### config.mk
export PLATFORM = sky130hd
export DESIGN_NAME = rotating_mono_blit_address_gen
export DESIGN_NICKNAME = d
export VERILOG_FILES = /design/src/design/rmb_pkg.sv /design/src/design/rotating_mono_blit_address_gen.sv /design/src/design/rmb_lane.sv /design/src/design/rmb_merge.sv
export SDC_FILE = /design/constraint.sdc
export NUM_CORES = 1
export LEC_CHECK = 0
export ABC_AREA = 1
export BUFFER_PORTS_ARGS = -buffer_cell sky130_fd_sc_hd__buf_4
export CAP_MARGIN = 30
export CORE_AREA = 2 2 268 468
export CTS_BUF_LIST = sky130_fd_sc_hd__clkbuf_8
export CTS_CLUSTER_DIAMETER = 200
export CTS_CLUSTER_SIZE = 24
export DETAILED_ROUTE_END_ITERATION = 8
export DIE_AREA = 0 0 270 470
export SLEW_MARGIN = 10
export SYNTH_ARGS = -nofsm -noshare
export SYNTH_HDL_FRONTEND = slang
export SYNTH_HIERARCHICAL = 1
export SYNTH_SLANG_ARGS = --single-unit
### constraint.sdc
create_clock -name clk -period 19.2 [get_ports clk]
set_input_delay 3.84 -clock clk [delete_from_list [all_inputs] [get_ports clk]]
set_output_delay 3.84 -clock clk [all_outputs]
set_load 0.01 [all_outputs]
### src/design/rmb_pkg.sv
// Shared types and constants for the rotating mono blit address generator.
// Used by the lane, merge and top-level modules; depends on nothing else.
package rmb_pkg;

  // Number of pixels carried by one source byte, one lane per pixel.
  localparam int NUM_LANES = 8;

  // Register indexes on the configuration port.
  localparam logic [2:0] CFG_DEST_X       = 3'd0;
  localparam logic [2:0] CFG_DEST_Y       = 3'd1;
  localparam logic [2:0] CFG_SRC_WIDTH    = 3'd2;
  localparam logic [2:0] CFG_SRC_HEIGHT   = 3'd3;
  localparam logic [2:0] CFG_BLIT_MODE    = 3'd4;
  localparam logic [2:0] CFG_FILL_COLOR   = 3'd5;
  localparam logic [2:0] CFG_PLANE_ENABLE = 3'd6;

  // Blit modes. Codes above MODE_FILL are treated as MODE_PLAIN.
  typedef enum logic [2:0] {
    MODE_PLAIN  = 3'd0,
    MODE_INVERT = 3'd1,
    MODE_GRAY   = 3'd2,
    MODE_LAND   = 3'd3,
    MODE_FILL   = 3'd4
  } mode_t;

  // Settings and item position shared by all lanes.
  typedef struct packed {
    mode_t              mode;
    logic signed [11:0] dest_x;
    logic signed [11:0] dest_y;
    logic [10:0]        src_width;
    logic [10:0]        src_height;
    logic               fill_color;
    logic [1:0]         plane_enable;
    logic               row_ok;
    logic [10:0]        row_count;
  } lane_ctl_t;

  // One framebuffer bit write.
  typedef struct packed {
    logic [15:0] byte_addr;
    logic [2:0]  bit_index;
    logic        write_bw;
    logic        bw_value;
    logic        write_gs;
    logic        gs_value;
  } wr_t;

endpackage

### src/design/rotating_mono_blit_address_gen.sv
// A request accepted into the lane stage passes the merge stage and the output
// register before its first bit write; later writes of the same byte follow
// one per cycle while wr_stall is low. The merge stage sends one write per
// visible pixel of a source byte (up to 8), and none when no pixel is
// visible. Synchronous reset clears the counters, the pipeline valids and the
// registers to their defaults (plane_enable to 3).
module rotating_mono_blit_address_gen import rmb_pkg::*; #(
  parameter int PANEL_SHORT = 480,
  parameter int PANEL_LONG  = 800,
  parameter int ROW_BYTES   = 100
) (
  input  logic        clk,
  input  logic        rst,
  input  logic        cfg_we,
  input  logic [2:0]  cfg_index,
  input  logic [11:0] cfg_data,
  input  logic        src_valid,
  output logic        src_stall,
  input  logic [7:0]  bw_byte,
  input  logic [7:0]  gs_byte,
  output logic        wr_valid,
  input  logic        wr_stall,
  output logic [15:0] byte_addr,
  output logic [2:0]  bit_index,
  output logic        write_bw,
  output logic        bw_value,
  output logic        write_gs,
  output logic        gs_value,
  output logic        last_write
);

  logic signed [11:0] dest_x;
  logic signed [11:0] dest_y;
  logic [10:0]        src_width;
  logic [10:0]        src_height;
  logic [2:0]         blit_mode;
  logic               fill_color;
  logic [1:0]         plane_enable;

  logic [7:0]         column_byte_count;
  logic [10:0]        row_count;
  logic [7:0]         column_byte_count_next;
  logic [11:0]        row_inc;
  logic [8:0]         stride;

  lane_ctl_t               ctl;
  logic                    ld1;
  logic                    ld2;
  logic [NUM_LANES-1:0]    s1_mask;
  wr_t [NUM_LANES-1:0]     lane_wr;
  wr_t                     wr;

  // Configuration registers.
  always_ff @(posedge clk) begin
    if (rst) begin
      dest_x       <= '0;
      dest_y       <= '0;
      src_width    <= '0;
      src_height   <= '0;
      blit_mode    <= '0;
      fill_color   <= 1'b0;
      plane_enable <= 2'd3;
    end else if (cfg_we) begin
      case (cfg_index)
        CFG_DEST_X:       dest_x       <= $signed(cfg_data);
        CFG_DEST_Y:       dest_y       <= $signed(cfg_data);
        CFG_SRC_WIDTH:    src_width    <= cfg_data[10:0];
        CFG_SRC_HEIGHT:   src_height   <= cfg_data[10:0];
        CFG_BLIT_MODE:    blit_mode    <= cfg_data[2:0];
        CFG_FILL_COLOR:   fill_color   <= cfg_data[0];
        CFG_PLANE_ENABLE: plane_enable <= cfg_data[1:0];
        default: begin
        end
      endcase
    end
  end

  // Handshake on the source side.
  assign src_stall = (|s1_mask) && !ld2;
  assign ld1       = src_valid && !src_stall;

  // Source position counters advance once per accepted byte.
  assign stride                 = 9'((12'(src_width) + 12'd7) >> 3);
  assign column_byte_count_next = column_byte_count + 8'd1;
  assign row_inc                = 12'(row_count) + 12'd1;

  always_ff @(posedge clk) begin
    if (rst) begin
      column_byte_count <= '0;
      row_count         <= '0;
    end else if (ld1) begin
      if ((column_byte_count_next == 8'd0) ||
          ({1'b0, column_byte_count_next} >= stride)) begin
        column_byte_count <= '0;
        row_count         <= (row_inc >= 12'(src_height)) ? 11'd0 : row_inc[10:0];
      end else begin
        column_byte_count <= column_byte_count_next;
      end
    end
  end

  // Settings shared by the lanes.
  always_comb begin
    ctl.mode         = (blit_mode <= MODE_FILL) ? mode_t'(blit_mode) : MODE_PLAIN;
    ctl.dest_x       = dest_x;
    ctl.dest_y       = dest_y;
    ctl.src_width    = src_width;
    ctl.src_height   = src_height;
    ctl.fill_color   = fill_color;
    ctl.plane_enable = plane_enable;
    ctl.row_ok       = row_count < src_height;
    ctl.row_count    = row_count;
  end

  // One lane per pixel of the byte, leftmost pixel in lane 0.
  for (genvar i = 0; i < NUM_LANES; i++) begin : g_lane
    rmb_lane #(
      .PANEL_SHORT (PANEL_SHORT),
      .PANEL_LONG  (PANEL_LONG),
      .ROW_BYTES   (ROW_BYTES)
    ) u_lane (
      .clk    (clk),
      .rst    (rst),
      .ctl    (ctl),
      .col    ({column_byte_count, 3'(i)}),
      .pix_bw (bw_byte[NUM_LANES-1-i]),
      .pix_gs (gs_byte[NUM_LANES-1-i]),
      .ld1    (ld1),
      .ld2    (ld2),
      .hit    (s1_mask[i]),
      .result (lane_wr[i])
    );
  end

  // Serialize the hits onto the write channel.
  rmb_merge u_merge (
    .clk        (clk),
    .rst        (rst),
    .s1_mask    (s1_mask),
    .lane_wr    (lane_wr),
    .ld2        (ld2),
    .wr_valid   (wr_valid),
    .wr_stall   (wr_stall),
    .wr         (wr),
    .last_write (last_write)
  );

  assign byte_addr = wr.byte_addr;
  assign bit_index = wr.bit_index;
  assign write_bw  = wr.write_bw;
  assign bw_value  = wr.bw_value;
  assign write_gs  = wr.write_gs;
  assign gs_value  = wr.gs_value;

`ifndef SYNTH
  // Reset empties the pipeline and the output register.
  a_reset_empty: assert property (@(posedge clk)
    rst |=> (!wr_valid && (s1_mask == '0)))
    else $error("pipeline not empty after reset");

  // Every write touches at least one plane.
  a_plane_written: assert property (@(posedge clk) disable iff (rst)
    wr_valid |-> (write_bw || write_gs))
    else $error("write with no plane enabled");

  // A plane that is not written carries a zero value.
  a_value_masked: assert property (@(posedge clk) disable iff (rst)
    wr_valid |-> ((write_bw || !bw_value) && (write_gs || !gs_value)))
    else $error("value set on a plane that is not written");

  // The lane stage is never overwritten while it still holds hits.
  a_no_overrun: assert property (@(posedge clk) disable iff (rst)
    ld1 |-> ((s1_mask == '0) || ld2))
    else $error("lane stage overwritten");
`endif

endmodule

### src/design/rmb_lane.sv
// One pixel lane: places, rotates and clips one source pixel, then forms its
// framebuffer byte address. Depends on rmb_pkg.
module rmb_lane import rmb_pkg::*; #(
  parameter int PANEL_SHORT = 480,
  parameter int PANEL_LONG  = 800,
  parameter int ROW_BYTES   = 100
) (
  input  logic       clk,
  input  logic       rst,
  input  lane_ctl_t  ctl,
  input  logic [10:0] col,
  input  logic       pix_bw,
  input  logic       pix_gs,
  input  logic       ld1,
  input  logic       ld2,
  output logic       hit,
  output wr_t        result
);

  localparam int LROW_W = $clog2(PANEL_SHORT);
  localparam int LCOL_W = ($clog2(PANEL_LONG) > 3) ? $clog2(PANEL_LONG) : 4;
  localparam int RB_W   = $clog2(ROW_BYTES + 1);
  localparam int SUM_W  = LROW_W + RB_W + 1;

  logic [10:0]        flip_row;
  logic signed [13:0] px;
  logic signed [13:0] py;
  logic               in_src;
  logic               on_panel;
  logic               wbw, vbw, wgs, vgs;
  logic               hit_next;

  logic [LROW_W-1:0]  lrow;
  logic [LCOL_W-1:0]  lcol;
  logic [3:0]         planes;
  logic [SUM_W-1:0]   sum;

  // Portrait placement; landscape sources are turned by a quarter turn.
  always_comb begin
    flip_row = ctl.src_height - 11'd1 - ctl.row_count;
    if (ctl.mode == MODE_LAND) begin
      px = 14'(ctl.dest_x) + $signed({3'b000, flip_row});
      py = 14'(ctl.dest_y) + $signed({3'b000, col});
    end else begin
      px = 14'(ctl.dest_x) + $signed({3'b000, col});
      py = 14'(ctl.dest_y) + $signed({3'b000, ctl.row_count});
    end
  end

  // Clip against the source rectangle and the panel.
  assign in_src   = ctl.row_ok && (col < ctl.src_width);
  assign on_panel = !px[13] && (px < $signed(14'(PANEL_SHORT))) &&
                    !py[13] && (py < $signed(14'(PANEL_LONG)));

  // Plane enables and values per mode.
  always_comb begin
    wbw = 1'b1;
    vbw = pix_bw;
    wgs = 1'b0;
    vgs = 1'b0;
    case (ctl.mode)
      MODE_INVERT: begin
        vbw = ~pix_bw;
      end
      MODE_GRAY: begin
        wgs = 1'b1;
        vgs = pix_gs;
      end
      MODE_LAND: begin
        wbw = ctl.plane_enable[0];
        vbw = ctl.plane_enable[0] & pix_bw;
        wgs = ctl.plane_enable[1];
        vgs = ctl.plane_enable[1] & pix_gs;
      end
      MODE_FILL: begin
        vbw = ctl.fill_color;
      end
      default: begin
        vbw = pix_bw;
      end
    endcase
  end

  assign hit_next = in_src && on_panel && (wbw || wgs);

  // First stage: rotated landscape coordinates. The hit flag clears once
  // the merge stage has taken the item and nothing new arrives.
  always_ff @(posedge clk) begin
    if (rst) begin
      hit <= 1'b0;
    end else if (ld1) begin
      hit <= hit_next;
    end else if (ld2) begin
      hit <= 1'b0;
    end
  end

  always_ff @(posedge clk) begin
    if (ld1) begin
      lrow   <= LROW_W'(PANEL_SHORT - 1) - px[LROW_W-1:0];
      lcol   <= py[LCOL_W-1:0];
      planes <= {wbw, vbw, wgs, vgs};
    end
  end

  // Second stage: row times stride plus column byte.
  assign sum = SUM_W'(lrow) * SUM_W'(ROW_BYTES) + SUM_W'(lcol[LCOL_W-1:3]);

  always_ff @(posedge clk) begin
    if (ld2) begin
      result.byte_addr <= 16'(sum);
      result.bit_index <= ~lcol[2:0];
      result.write_bw  <= planes[3];
      result.bw_value  <= planes[2];
      result.write_gs  <= planes[1];
      result.gs_value  <= planes[0];
    end
  end

endmodule

### src/design/rmb_merge.sv
// Merge stage: holds the lane results of one source byte and sends the hits out one per
// cycle unless stalled, lowest lane first, through an output register. Depends on rmb_pkg.
module rmb_merge import rmb_pkg::*; (
  input  logic                  clk,
  input  logic                  rst,
  input  logic [NUM_LANES-1:0]  s1_mask,
  input  wr_t [NUM_LANES-1:0]   lane_wr,
  output logic                  ld2,
  output logic                  wr_valid,
  input  logic                  wr_stall,
  output wr_t                   wr,
  output logic                  last_write
);

  logic [NUM_LANES-1:0] mask;
  logic [NUM_LANES-1:0] low_bit;
  logic [NUM_LANES-1:0] rest;
  logic [$clog2(NUM_LANES)-1:0] sel;
  logic                 pop;
  logic                 free_next;

  // Pick the lowest pending lane.
  always_comb begin
    sel = '0;
    for (int i = NUM_LANES - 1; i >= 0; i--) begin
      if (mask[i]) begin
        sel = ($clog2(NUM_LANES))'(i);
      end
    end
  end

  assign low_bit   = mask & (~mask + NUM_LANES'(1));
  assign rest      = mask & ~low_bit;
  assign pop       = (|mask) && (!wr_valid || !wr_stall);
  assign free_next = (mask == '0) || (pop && (rest == '0));
  assign ld2       = (|s1_mask) && free_next;

  // Pending lane mask of the byte being sent.
  always_ff @(posedge clk) begin
    if (rst) begin
      mask <= '0;
    end else if (ld2) begin
      mask <= s1_mask;
    end else if (pop) begin
      mask <= rest;
    end
  end

  // Output register.
  always_ff @(posedge clk) begin
    if (rst) begin
      wr_valid <= 1'b0;
    end else if (pop) begin
      wr_valid <= 1'b1;
    end else if (!wr_stall) begin
      wr_valid <= 1'b0;
    end
  end

  always_ff @(posedge clk) begin
    if (pop) begin
      wr         <= lane_wr[sel];
      last_write <= (rest == '0);
    end
  end

endmodule

[Word-level counts from Yosys, hierarchy flattened]
Cells that the tools add are included.
Word-level totals
  bits in registers: 480
  bits of input ports: 36
  logic and storage cells: 375
Operators by class
  bitwise operators: 36
  reduce and logical (&&, ||, !) cells: 93
  eq/ne operators: 11
  add/sub/neg operators: 40
  $lt $le $gt $ge: 29
  multiply operators: 8
  multiplexer cells: 60
Operators by type and width (count)
  $add 12x12->13: 18
  $mux 14: 16
  $add 16x7->16: 8
  $lt 14x10->1 const B: 8
  $lt 14x11->1 const B: 8
  $mul 9x5->14 const B: 8
  $lt 11x11->1: 9
  $sub 9x9->9 const A: 8
  $bmux 23 s3: 1
  $logic_and 1x1->1: 53
  $mux 3: 9
  $logic_not 8->1: 3
  $mux 8: 3
  $not 3->3: 8
  $pmux 1 s3: 8
  $mux 23: 1
  $logic_not 1->1: 20
  $pmux 1 s2: 9
  $add 8x1->8 const B: 2
  $and 1x1->1: 16
  $and 8x8->8: 2
  $not 8->8: 2
  $reduce_and 2->1: 8
  $reduce_or 8->1: 2
  18 further kinds: 47

[Logic depth before layout (Yosys ltp)]
  word-level depth: 14
  depth in mapped cells: 26

[Modules after synthesis]
The synthesis kept the hierarchy.
By module, submodules not included
  rmb_lane at g_lane[4].u_lane ...: cells an instance 680, area each 5086.1 µm², times used 4
  rmb_lane at g_lane[0].u_lane ...: cells an instance 689, area each 5165.0 µm², times used 2
  rmb_lane at g_lane[2].u_lane: cells an instance 709, area each 5203.7 µm², times used 1
  rmb_lane at g_lane[1].u_lane: cells an instance 668, area each 5072.4 µm², times used 1
  rotating_mono_blit_address_gen: cells an instance 575, area each 3946.3 µm², times used 1
  rmb_merge: cells an instance 665, area each 3940.0 µm², times used 1

[Worst setup path before layout]
OpenSTA, ideal clock, no wires.
  path kind: input port to flip-flop
  start: input wr_stall
  end: register g_lane[4].u_lane.hit
  slack: 6.389 ns
  arrival: 12.742 ns
  library setup time: 0.070 ns
  stages: 17
  cells stage by stage: a21oi_4 > nand3_4 > nand2_4 > nand2_4 > inv_1 > o21ai_2 > inv_1 > buf_2 > and3b_1 > nand3_1 > inv_1 > nand2_1 > nor2_1 > nand3_1 > nor2_1 > nand3_1 > a21oi_1
On the way
  longest elaborated chain between the ends: 11
RTL lines
  from (decl): line rotating_mono_blit_address_gen.sv:22  | input logic wr_stall,
  $logic_not 1->1 (*): line rmb_merge.sv:34  | assign pop = (|mask) && (!wr_valid || !wr_stall);
  $logic_or 1x1->1 (*): line rmb_merge.sv:34
  $logic_and 1x1->1 (*): line rmb_merge.sv:34
  $logic_and 1x1->1 (*): line rmb_merge.sv:35  | assign free_next = (mask == '0) || (pop && (rest == '0));
  $logic_or 1x1->1 (*): line rmb_merge.sv:35
  $logic_and 1x1->1 (*): line rmb_merge.sv:36  | assign ld2 = (|s1_mask) && free_next;
  net ld2: line rotating_mono_blit_address_gen.sv:48  | logic ld2;
  $logic_not 1->1 (*): line rotating_mono_blit_address_gen.sv:79  | assign src_stall = (|s1_mask) && !ld2;
  $logic_and 1x1->1 (*): line rotating_mono_blit_address_gen.sv:79
  $logic_not 1->1 (*): line rotating_mono_blit_address_gen.sv:80  | assign ld1 = src_valid && !src_stall;
  $logic_and 1x1->1 (*): line rotating_mono_blit_address_gen.sv:80
  net ld1: line rotating_mono_blit_address_gen.sv:47  | logic ld1;
  $mux 1 / $reduce_bool 2->1 (equally long branches)
  to (signal assigned): line rmb_lane.sv:92  | hit <= hit_next;
  to (decl): line rmb_lane.sv:16  | output logic hit,
The timed path passes the listed nets; every way through them passes the cells marked *.
A chain may end at the register's enable or synchronous reset.

[Final worst setup path]
  start: input wr_stall
  end: output src_stall
On the way
  longest elaborated chain between the ends: 8
RTL lines
  $logic_not 1->1: line rmb_merge.sv:34
  $logic_or 1x1->1: line rmb_merge.sv:34
  $logic_and 1x1->1: line rmb_merge.sv:34
  net u_merge.pop: line rmb_merge.sv:19  | logic pop;
  $logic_and 1x1->1: line rmb_merge.sv:35
  $logic_or 1x1->1: line rmb_merge.sv:35
  $logic_and 1x1->1: line rmb_merge.sv:36
  net ld2: line rotating_mono_blit_address_gen.sv:48
  $logic_not 1->1: line rotating_mono_blit_address_gen.sv:79
  $logic_and 1x1->1: line rotating_mono_blit_address_gen.sv:79
  to (decl): line rotating_mono_blit_address_gen.sv:18  | output logic src_stall,
The timed path passes the listed nets, and every way through them passes these cells.

==> results.tsv <==
metric	value	unit
status	finished clean	
Final Wtd Congestion	0.972	
grt ovf	0	
R2R cell count	20	
Setup TNS	0	ns
Reg2Reg Setup Slack	13.74	ns
first-pass GRT wire length	242000	um
post-DP HPWL	128000	um
final-report setup violation count	0	
ys flop type	edfxtp_1	
Detail Route Antenna Nets	0	
Post-CTS Setup Inserts	0	
CTS Buf Count	23	
fin util	42.3	%
Post-Syn Area	0.0488	mm2
root buffer cell	clkbuf_8	
initial core utilization	39.6	%
clk_skew	0.0641	ns
placed inst area	0.0518	mm2
worst skew pair latency	0.73	ns
Die Y	470	um
r2r endpoint	g_lane[1].u_lane/hit	
Design Area, Final	0.0522	mm2
Final #Nets	7616	
post-DR wirelength/cell	19.1	um
kind of critical path	input port to output pin	
DRT Wirelength	163000	um
final critical-path share of the clock period	48.7	%
hold path cells	0	
Netlist cell types	62	
htree depth	1	
residual DRC count	0	
filler cell count	12800	
clk buf depth	3	
post-CTS sizing	0	
Post-synth EDFFs	392	
register area share after synthesis	27.7	%
main area contributors after synthesis	edfxtp_1 24%, ha_1 17%, nand2_1 14%	
synth warn	6	
Final Hold Vio Count	0	
Die Wd	270	um
CTS tree	done	
Hold EP	g_lane[1].u_lane/result[1]	
Min-Delay Path Class	flip-flop to flip-flop	
Critical Path AT	5.51	ns
Tmin final	9.35	ns
Req. time, crit path	15.36	ns
Detailed Routing Iterations Pass 1	6	
FFs w/ async S/R, synth	0	%
largest net degree at the start of global routing	101	
Worst-path clk slew	0.15	ns
Max Clk Rate	0.107	GHz
number of DRC markers in iteration 0	2708	
most frequent cells in the layout	1796 x nand2_1, 1233 x inv_1, 672 x ha_1, 505 x nor2_1, 442 x nand3_1	
cts hold-fix bufs	0	
share of the synthesized area in the top cell type	24.1	%
most common cell after layout, fill and taps aside	nand2_1	
RSZ-0062 raised after global routing	false	
Syn Area/Cell	7.27	um2
cell type with the largest total area after synthesis	edfxtp_1	
Slew @ Worst Pin	1.09	ns
Final Slew Violations	0	
vias in the first global route	42300	
Core Area	0.123	mm2
Rel. slew slack	27.0	%
hold slack	0.424	ns
CP startpoint kind	input port	
vias	43500	
Setup crit end kind	output pin	
hold path startpoint	g_lane[1].u_lane/planes[1]	
I/O pin count	62	
Area Growth Syn to Fin	6.95	%
worst-path fanout max	49	
layout cell share with drive strength beyond 1	5.36	%
Crit Reg-Reg Startpoint	u_merge/mask[4]	
Die Footprint	0.127	mm2
initial antenna violation count	6	
Vias/cell	5.12	
I/O Buffers	61	
Synth Register Bits	480	
Row Count	171	
Total Routing Usage GR	25.1	%
max_cap viols	0	
Synth Instances	6715	
clk sink count	480	
-- cell usage after synthesis (98+ instances only) --
library cell / instances
a21oi_1: 272
edfxtp_1: 392
ha_1: 672
inv_1: 1219
nand2_1: 1798
nand3_1: 442
nand3b_1: 136
nand4_1: 98
nor2_1: 510
o21ai_0: 253
xor2_1: 180
-- area by class of cell --
class                      instances  area (um2)  area share (%)
antenna                            4        10.0          0.0192
clock buffer                      23         317           0.606
clock inverter                    18        75.1           0.144
inverter                        1241        4690            8.98
multi-input combinational       4963       30500            58.4
sequential                       480       13500            25.9
tap                             1643        2060            3.94
timing repair buffer             135        1050            2.01
-- metal layers --
| metal | global-route usage [%] | routed length (um) | vias up |
|---|---|---|---|
| met3 | 2.56 | 6980 | 406 |
| met4 | 17.3 | 13000 | 8 |
| li1 | - | - | 21800 |
| met1 | 26.4 | 60300 | 20200 |
| met5 | 0 | 55 | - |
| met2 | 46.7 | 82500 | 1072 |
-- worst max-delay path, cell delays in order --
cell and delay, ns:
buf_4 0.12, a21oi_4 0.12, buf_4 0.40, nand3_4 0.12
nand2_4 0.13, nand2_4 0.15, inv_8 0.33, nor2_1 0.09
buf_4 0.17
-- cell families after synthesis --
| logic type | Yosys count | share of synthesized area [%] |
|---|---|---|
| XOR/XNOR | 278 | 5.19 |
| adder cells (fa/ha/maj) | 736 | 19.8 |
| flip-flops | 480 | 27.7 |
| buffers and inverters | 1334 | 10.4 |
| AND/OR/NAND/NOR | 3174 | 28.3 |
| AO/OA/AOI/OAI | 710 | 8.45 |
| multiplexers | 1 | 0.0205 |
| other | 2 | 0.0154 |
-- registers in the layout, summed over array words and instances, names as in the netlist, 2 cells and up --
name                  count
dest_y                   12
u_merge/wr               23
g_lane.u_lane/planes     32
g_lane.u_lane/lrow       72
src_width                11
g_lane.u_lane/hit         8
blit_mode                 3
column_byte_count         8
row_count                11
g_lane.u_lane/result    184
plane_enable              2
g_lane.u_lane/lcol       80
dest_x                   12
u_merge/mask              8
src_height               11
-- how the worst max path moves through the flow --
stage / slack (ns) / depth (start not counted) / startpoint / to
after floorplan: 6.39 / 17 / wr_stall / g_lane[4].u_lane/hit
after global placement: 9.83 / 9 / wr_stall / src_stall
after detailed placement: 9.83 / 9 / wr_stall / src_stall
after CTS: 9.83 / 9 / wr_stall / src_stall
after global routing: 9.72 / 9 / wr_stall / src_stall
final: 9.85 / 9 / wr_stall / src_stall
-- stage by stage --
stage / setup slack, ns / cells
6_report: 9.85 / 8507
5_1_grt: 9.72 / 8504
4_1_cts: 9.83 / 8500
3_5_place_dp: 9.83 / 8459
3_3_place_gp: 9.83 / 8458
2_1_floorplan: 6.39 / 6777
Power is not shown: default switching activity piles up to over one toggle a cycle in this logic, so the estimate is an artifact.
